### src/rtl/core/sha256_pkg.sv
// SHA-256 constants, round constant table and round helper functions.
// No dependencies.
package sha256_pkg;

  typedef enum logic [2:0] {
    ST_IDLE,
    ST_ROUND,
    ST_ADD,
    ST_PAD,
    ST_EMIT
  } state_e;

  localparam logic [255:0] IvFlat = {
    32'h6a09e667, 32'hbb67ae85, 32'h3c6ef372, 32'ha54ff53a,
    32'h510e527f, 32'h9b05688c, 32'h1f83d9ab, 32'h5be0cd19
  };

  function automatic logic [31:0] iv_word(input logic [2:0] idx);
    iv_word = IvFlat[(7 - idx) * 32 +: 32];
  endfunction

  function automatic logic [31:0] round_k(input logic [5:0] r);
    logic [31:0] k;
    unique case (r)
      6'd0: k = 32'h428a2f98;  6'd1: k = 32'h71374491;
      6'd2: k = 32'hb5c0fbcf;  6'd3: k = 32'he9b5dba5;
      6'd4: k = 32'h3956c25b;  6'd5: k = 32'h59f111f1;
      6'd6: k = 32'h923f82a4;  6'd7: k = 32'hab1c5ed5;
      6'd8: k = 32'hd807aa98;  6'd9: k = 32'h12835b01;
      6'd10: k = 32'h243185be; 6'd11: k = 32'h550c7dc3;
      6'd12: k = 32'h72be5d74; 6'd13: k = 32'h80deb1fe;
      6'd14: k = 32'h9bdc06a7; 6'd15: k = 32'hc19bf174;
      6'd16: k = 32'he49b69c1; 6'd17: k = 32'hefbe4786;
      6'd18: k = 32'h0fc19dc6; 6'd19: k = 32'h240ca1cc;
      6'd20: k = 32'h2de92c6f; 6'd21: k = 32'h4a7484aa;
      6'd22: k = 32'h5cb0a9dc; 6'd23: k = 32'h76f988da;
      6'd24: k = 32'h983e5152; 6'd25: k = 32'ha831c66d;
      6'd26: k = 32'hb00327c8; 6'd27: k = 32'hbf597fc7;
      6'd28: k = 32'hc6e00bf3; 6'd29: k = 32'hd5a79147;
      6'd30: k = 32'h06ca6351; 6'd31: k = 32'h14292967;
      6'd32: k = 32'h27b70a85; 6'd33: k = 32'h2e1b2138;
      6'd34: k = 32'h4d2c6dfc; 6'd35: k = 32'h53380d13;
      6'd36: k = 32'h650a7354; 6'd37: k = 32'h766a0abb;
      6'd38: k = 32'h81c2c92e; 6'd39: k = 32'h92722c85;
      6'd40: k = 32'ha2bfe8a1; 6'd41: k = 32'ha81a664b;
      6'd42: k = 32'hc24b8b70; 6'd43: k = 32'hc76c51a3;
      6'd44: k = 32'hd192e819; 6'd45: k = 32'hd6990624;
      6'd46: k = 32'hf40e3585; 6'd47: k = 32'h106aa070;
      6'd48: k = 32'h19a4c116; 6'd49: k = 32'h1e376c08;
      6'd50: k = 32'h2748774c; 6'd51: k = 32'h34b0bcb5;
      6'd52: k = 32'h391c0cb3; 6'd53: k = 32'h4ed8aa4a;
      6'd54: k = 32'h5b9cca4f; 6'd55: k = 32'h682e6ff3;
      6'd56: k = 32'h748f82ee; 6'd57: k = 32'h78a5636f;
      6'd58: k = 32'h84c87814; 6'd59: k = 32'h8cc70208;
      6'd60: k = 32'h90befffa; 6'd61: k = 32'ha4506ceb;
      6'd62: k = 32'hbef9a3f7; 6'd63: k = 32'hc67178f2;
      default: k = 32'h0;
    endcase
    round_k = k;
  endfunction

  function automatic logic [31:0] rotr(input logic [31:0] x, input int n);
    rotr = (x >> n) | (x << (32 - n));
  endfunction

endpackage

### src/rtl/core/sha256_round.sv
// One SHA-256 round: schedule update and working variable step.
// Depends on sha256_pkg.
module sha256_round import sha256_pkg::*; (
  input  logic [5:0]          round_i,
  input  logic [15:0][31:0]   w_i,
  input  logic [7:0][31:0]    v_i,
  output logic [15:0][31:0]   w_o,
  output logic [7:0][31:0]    v_o
);
  logic [31:0] w2, w15, s0, s1, wn, e, a, t1, t2;

  always_comb begin
    // w_i[0] is the oldest word; the window shifts down every round
    w2  = w_i[14];
    w15 = w_i[1];
    s1  = rotr(w2, 17) ^ rotr(w2, 19) ^ (w2 >> 10);
    s0  = rotr(w15, 7) ^ rotr(w15, 18) ^ (w15 >> 3);
    wn  = (round_i < 6'd16) ? w_i[0] : s1 + w_i[9] + s0 + w_i[0];
    e   = v_i[4];
    a   = v_i[0];
    t1  = v_i[7] + (rotr(e, 6) ^ rotr(e, 11) ^ rotr(e, 25))
        + ((e & v_i[5]) ^ (~e & v_i[6])) + round_k(round_i) + wn;
    t2  = (rotr(a, 2) ^ rotr(a, 13) ^ rotr(a, 22))
        + ((a & v_i[1]) ^ (a & v_i[2]) ^ (v_i[1] & v_i[2]));
    w_o = {wn, w_i[15:1]};
    v_o = {v_i[6:4], v_i[3] + t1, v_i[2:0], t1 + t2};
  end
endmodule

### src/rtl/core/sha256_message_digest.sv
// SHA-256 digest engine, byte input, word output.
// Depends on sha256_pkg and sha256_round.
//
//   channel  dir  fields
//   in       in   msg_byte_i, byte_present_i, end_of_message_i
//   out      out  digest_word_o, word_index_o, last_word_o
//
// A byte that does not fill a block is stored and the engine stays in idle. A
// byte that fills a block is stored, then the block runs the round and add
// states on the shared round unit. End of message runs the pad, round and add
// states per padding block (one or two), then eight output words. in_ready_o
// is low until the engine is back in idle; out stalls hold the current word.
// Reset loads the initial hash.
module sha256_message_digest import sha256_pkg::*; (
  input  logic        clk_i,
  input  logic        rst_ni,
  input  logic        in_valid_i,
  output logic        in_ready_o,
  input  logic [7:0]  msg_byte_i,
  input  logic        byte_present_i,
  input  logic        end_of_message_i,
  output logic        out_valid_o,
  input  logic        out_ready_i,
  output logic [31:0] digest_word_o,
  output logic [2:0]  word_index_o,
  output logic        last_word_o
);
  state_e state_q, state_d;
  logic [7:0][31:0]  h_q;
  logic [7:0][31:0]  v_q;
  logic [15:0][31:0] w_q;
  logic [15:0][31:0] w_nx;
  logic [7:0][31:0]  v_nx;
  logic [31:0] cnt_q;
  logic [5:0]  rnd_q;
  logic [2:0]  idx_q;
  logic        fin_q;   // message ended, padding pending
  logic        len_q;   // current compression holds the length field
  logic [5:0]  pos;
  logic [1:0]  lane;
  logic in_acc, out_acc;
  logic [31:0] cnt_inc;

  sha256_round u_round (
    .round_i(rnd_q), .w_i(w_q), .v_i(v_q), .w_o(w_nx), .v_o(v_nx)
  );

  assign in_acc  = in_valid_i && in_ready_o;
  assign out_acc = out_valid_o && out_ready_i;
  assign pos     = cnt_q[5:0];
  assign lane    = 2'd3 - pos[1:0];
  assign cnt_inc = cnt_q + 32'd1;

  always_comb begin
    state_d = state_q;
    unique case (state_q)
      ST_IDLE: begin
        if (in_acc) begin
          if (byte_present_i && cnt_inc[5:0] == 6'd0) state_d = ST_ROUND;
          else if (end_of_message_i) state_d = ST_PAD;
        end
      end
      ST_ROUND: if (rnd_q == 6'd63) state_d = ST_ADD;
      ST_ADD: begin
        if (len_q) state_d = ST_EMIT;
        else if (fin_q) state_d = ST_PAD;
        else state_d = ST_IDLE;
      end
      ST_PAD:  state_d = ST_ROUND;
      ST_EMIT: if (out_acc && idx_q == 3'd7) state_d = ST_IDLE;
      default: state_d = ST_IDLE;
    endcase
  end

  always_comb begin
    in_ready_o    = (state_q == ST_IDLE);
    out_valid_o   = (state_q == ST_EMIT);
    digest_word_o = h_q[idx_q];
    word_index_o  = idx_q;
    last_word_o   = (idx_q == 3'd7);
  end

  // schedule words double as the block buffer, big-endian within each word
  always_ff @(posedge clk_i) begin
    if (state_q == ST_IDLE && in_acc && byte_present_i) begin
      w_q[pos[5:2]][{lane, 3'b000} +: 8] <= msg_byte_i;
      if (cnt_inc[5:0] == 6'd0) v_q <= h_q;
    end else if (state_q == ST_PAD) begin
      // pos is where 0x80 goes unless it already went into a prior block
      for (int i = 0; i < 16; i++) begin
        logic [31:0] wd;
        wd = 32'h0;
        for (int j = 0; j < 4; j++) begin
          logic [7:0] b;
          b = 8'h00;
          if (!len_q) begin
            if (6'(4*i+j) < pos) b = w_q[i][31-8*j -: 8];
            else if (6'(4*i+j) == pos) b = 8'h80;
          end
          wd[31-8*j -: 8] = b;
        end
        if (i == 15 && (len_q || pos < 6'd56)) wd = {cnt_q[28:0], 3'b000};
        w_q[i] <= wd;
      end
      v_q <= h_q;
    end else if (state_q == ST_ROUND) begin
      w_q <= w_nx;
      v_q <= v_nx;
    end
  end

  always_ff @(posedge clk_i or negedge rst_ni) begin
    if (!rst_ni) begin
      state_q <= ST_IDLE;
      cnt_q   <= 32'd0;
      rnd_q   <= 6'd0;
      idx_q   <= 3'd0;
      fin_q   <= 1'b0;
      len_q   <= 1'b0;
      for (int i = 0; i < 8; i++) h_q[i] <= iv_word(3'(i));
    end else begin
      state_q <= state_d;
      unique case (state_q)
        ST_IDLE: if (in_acc) begin
          if (byte_present_i) cnt_q <= cnt_inc;
          fin_q <= end_of_message_i;
          len_q <= 1'b0;
        end
        ST_PAD: begin
          rnd_q <= 6'd0;
          // the length fits here; else this block ends in 0x80 and zeros, no length
          if (len_q || pos < 6'd56) len_q <= 1'b1;
          else fin_q <= 1'b1;
        end
        ST_ROUND: rnd_q <= rnd_q + 6'd1;
        ST_ADD: begin
          for (int i = 0; i < 8; i++) h_q[i] <= h_q[i] + v_q[i];
          // after a spill block the length block follows with no marker
          if (fin_q && !len_q && pos >= 6'd56) len_q <= 1'b1;
          idx_q <= 3'd0;
        end
        ST_EMIT: if (out_acc) begin
          idx_q <= idx_q + 3'd1;
          if (idx_q == 3'd7) begin
            for (int i = 0; i < 8; i++) h_q[i] <= iv_word(3'(i));
            cnt_q <= 32'd0;
            fin_q <= 1'b0;
            len_q <= 1'b0;
          end
        end
        default: ;
      endcase
    end
  end
endmodule

### config.mk
export PLATFORM = sky130hd
export DESIGN_NAME = sha256_message_digest
export DESIGN_NICKNAME = d
export VERILOG_FILES = /design/src/rtl/core/sha256_pkg.sv /design/src/rtl/core/sha256_round.sv /design/src/rtl/core/sha256_message_digest.sv
export SDC_FILE = /design/constraint.sdc
export NUM_CORES = 2
export LEC_CHECK = 0
export BUFFER_PORTS_ARGS = -buffer_cell sky130_fd_sc_hd__buf_2
export CORE_ASPECT_RATIO = 1.4
export CORE_UTILIZATION = 25
export DETAILED_ROUTE_END_ITERATION = 10
export GPL_TIMING_DRIVEN = 0
export PLACE_DENSITY = 0.48
export SYNTH_ARGS = -nofsm -noshare
export SYNTH_HDL_FRONTEND = slang
export SYNTH_SLANG_ARGS = --single-unit
### constraint.sdc
create_clock -name clk_i -period 26 [get_ports clk_i]
set_clock_uncertainty 0.1 [all_clocks]
set_input_delay 2.6 -clock clk_i [delete_from_list [all_inputs] [get_ports clk_i]]
set_output_delay 2.6 -clock clk_i [all_outputs]
set_load 0.05 [all_outputs]
==> run metrics <==
status=finished with violations; failing checks=max-capacitance violations, max-slew violations; multiplexer area fraction after synthesis=0.0331; synthesized area=0.0738 mm²; class of the worst hold path=flip-flop to flip-flop; RSZ-0062 raised after global routing=no; Die W=461 µm; CTS sink cnt=1067; pre-CTS setup slack=13510 ps; Max-Cap Viols=4; via/cell ratio=about 5.3; setup violators final=0; Worst path max stage delay=840 ps; ys flop type=edfxtp_1; share of flip-flops with an asynchronous set or reset=0.280; synthesized-area fraction occupied by adder cells=0.123; # DRC=0; first-pass GRT wire length=502000 µm; Max FO, Critical Path=6; # fillers=roughly 31000; required time worst endpoint=26420 ps; final core utilization=0.286; register bit total from synthesis=1067; largest family of logic cells by synthesized area=compound AO/OA/AOI/OAI gates; All-Layer GR Usage=0.241; Critical Path AT=around 13000 ps; final worst path period share=0.493; Final min period=~13000 ps; Worst-Skew Late Latency=between 800 and 900 ps; synth warn=0; Post-Syn Nets=8477; critical path's slowest cell=a21oi_1; # IOs=52; Avg Cell Area, Syn=9.38 µm²; layout cell share with drive strength beyond 1=0.0698; setup TNS=0 ps; CP startpoint kind=flip-flop; Post-Route WL=366000 µm; Starting Density=0.252; antenna viol nets, final=0; headroom to the max-slew limit=-0.0780; synthesis-to-finish area growth=13.5%; Slew Limit Fails=33; # rows=235; # hold bufs at CTS=0; Longest Clk Path Bufs=3; synth unique cells=88; Hold Fails Final Rpt=0; total die area=between 0.2 and 0.3 mm²; highest-count cells in the layout ignoring fill and taps=1522 x nand2_1, 851 x o21ai_0, 768 x edfxtp_1; wire length per cell=30.2 µm; H-tree depth=4; CTS tree=done; crit path kind=flip-flop to flip-flop; die height=between 600 and 700 µm; Port Buffers=51; EDFF count, synth=768; f_max=a little under 80 MHz; Synth Area in Compound Gates=0.179; GR Overflow Total=0; routability-driven placement congestion ratio=1.07; clock-pin slew on the worst setup and hold paths=approximately 60 ps; hpwl dp=292000 µm; Worst-Margin Slew=1620 ps; Post-CTS Resized=0; Num CTS Buffers=134; final net count=8686; cells after synthesis=7868; Crit. End Element=flip-flop; initial antenna violation count=12; Iter 0 DRT Violations=6202; total number of vias=64145; Post-Synth Simple-Gate Area=0.139; Post-CTS Setup Repair Bufs=0; Final WS setup=13170 ps; Seq/Total Area, Yosys=0.416; First-pass DRT Iterations=8; pin count of the biggest net entering global routing=95; R2R setup slack=13170 ps; Core Area=0.293 mm²; root buf cell=clkbuf_16; number of global-route vias before repair=between 60000 and 70000; post-synthesis xor/xnor area fraction=0.0699; commonest non-fill, non-tap cell in the layout=nand2_1; CP most frequent cell=fa_1
[sequential cells by signal, indices dropped and copies added, names as in the netlist]
signal / cells
fin_q: 1
h_q: 256
len_q: 1
state_q: 3
v_q: 256
cnt_q: 29
w_q: 512
rnd_q: 6
word_index_o: 3
[metal layers]
metal,share of wire,global-route usage
met4,0.099,0.206
met1,0.36,0.258
met5,0.000046,0
met2,0.49,0.416
met3,0.055,0.0353
[cells in the mapped netlist, types with 14 or more instances]
| cell | count | area, µm² |
|---|---|---|
| o21ai_0 | 854 | 4270 |
| a31oi_1 | 38 | 238 |
| a22oi_1 | 22 | 165 |
| o21bai_1 | 46 | 345 |
| a21oi_1 | 581 | 2910 |
| o211ai_1 | 36 | 270 |
| ha_1 | 400 | 5000 |
| or2_2 | 14 | 87.6 |
| o21a_1 | 68 | 510 |
| nor2_1 | 441 | 1660 |
| mux2i_1 | 52 | 521 |
| dfstp_2 | 136 | 3570 |
| fa_1 | 195 | 3900 |
| o22ai_1 | 56 | 350 |
| or3_1 | 34 | 213 |
| nor2b_1 | 48 | 300 |
| a221oi_1 | 14 | 123 |
| nand4_1 | 21 | 131 |
| xor2_1 | 257 | 2250 |
| clkbuf_1 | 385 | 1450 |
| dfrtp_1 | 163 | 4080 |
| mux4_2 | 69 | 1550 |
| nand2b_1 | 85 | 532 |
| o31ai_1 | 26 | 195 |
| nand2_1 | 1523 | 5720 |
| mux2_2 | 33 | 372 |
| nor3_1 | 71 | 355 |
| edfxtp_1 | 768 | 23100 |
| maj3_1 | 18 | 180 |
| buf_1 | 28 | 105 |
| xnor2_1 | 332 | 2910 |
| nand3_1 | 118 | 591 |
| a211oi_1 | 36 | 270 |
| o22a_1 | 15 | 131 |
| and3_1 | 35 | 219 |
| inv_1 | 379 | 1420 |
| a21boi_0 | 14 | 105 |
| and2_1 | 24 | 150 |
| o221ai_1 | 51 | 447 |
| a21o_1 | 191 | 1430 |
[critical path: cells and delay by family, from the launching register on]
kind	cells	cell delay, ps
fa+ha+maj	9	3840
buf+inv	4	360
simple gates	6	1170
flops	1	640
xor+xnor	5	1770
compound gates	17	4620
[logic make-up after synthesis]
logic type / after synthesis
compound gates: 2200
xor+xnor: 589
fa+ha+maj: 613
buf+inv: 794
flops: 1067
mux: 154
simple gates: 2451
[cell type report]
class,instances,area [µm²],share of cell area
well taps,3910,4890,0.0584
plain buffers,414,1580,0.0188
flip-flops and latches,1067,30700,0.366
multi-input cells,6007,40200,0.480
clock inverters,68,732,0.00873
clock buffers,177,3630,0.0433
inverters,380,1430,0.0170
diodes,11,27.5,0.000328
repair buffers,73,621,0.00741
[stage by stage]
stage          std cells  instance area [µm²]  hold WS, ps
2_1_floorplan       7868                73800          357
4_1_cts            12096                83800          401
3_3_place_gp       11829                79000          383
3_5_place_dp       11851                79400          392
5_1_grt            12097                83800          425
6_report           12107                83800          396
[final timing paths]
path                                           start                     to  cells past startpoint
worst max register to register    w_q[468]$_DFFE_PP_      v_q[28]$_DFFE_PP_                     41
max in group asynchronous                     rst_ni  cnt_q[11]$_DFFE_PN0P_                      2
worst max-delay path              w_q[468]$_DFFE_PP_      v_q[28]$_DFFE_PP_                     41
min in group asynchronous                     rst_ni    h_q[71]$_DFFE_PN0P_                      1
worst min-delay path            h_q[191]$_DFFE_PN1P_   h_q[191]$_DFFE_PN1P_                      2
worst min register to register  h_q[191]$_DFFE_PN1P_   h_q[191]$_DFFE_PN1P_                      2
Power is not shown: default switching activity piles up to over one toggle a cycle in this logic, so the estimate is an artifact.
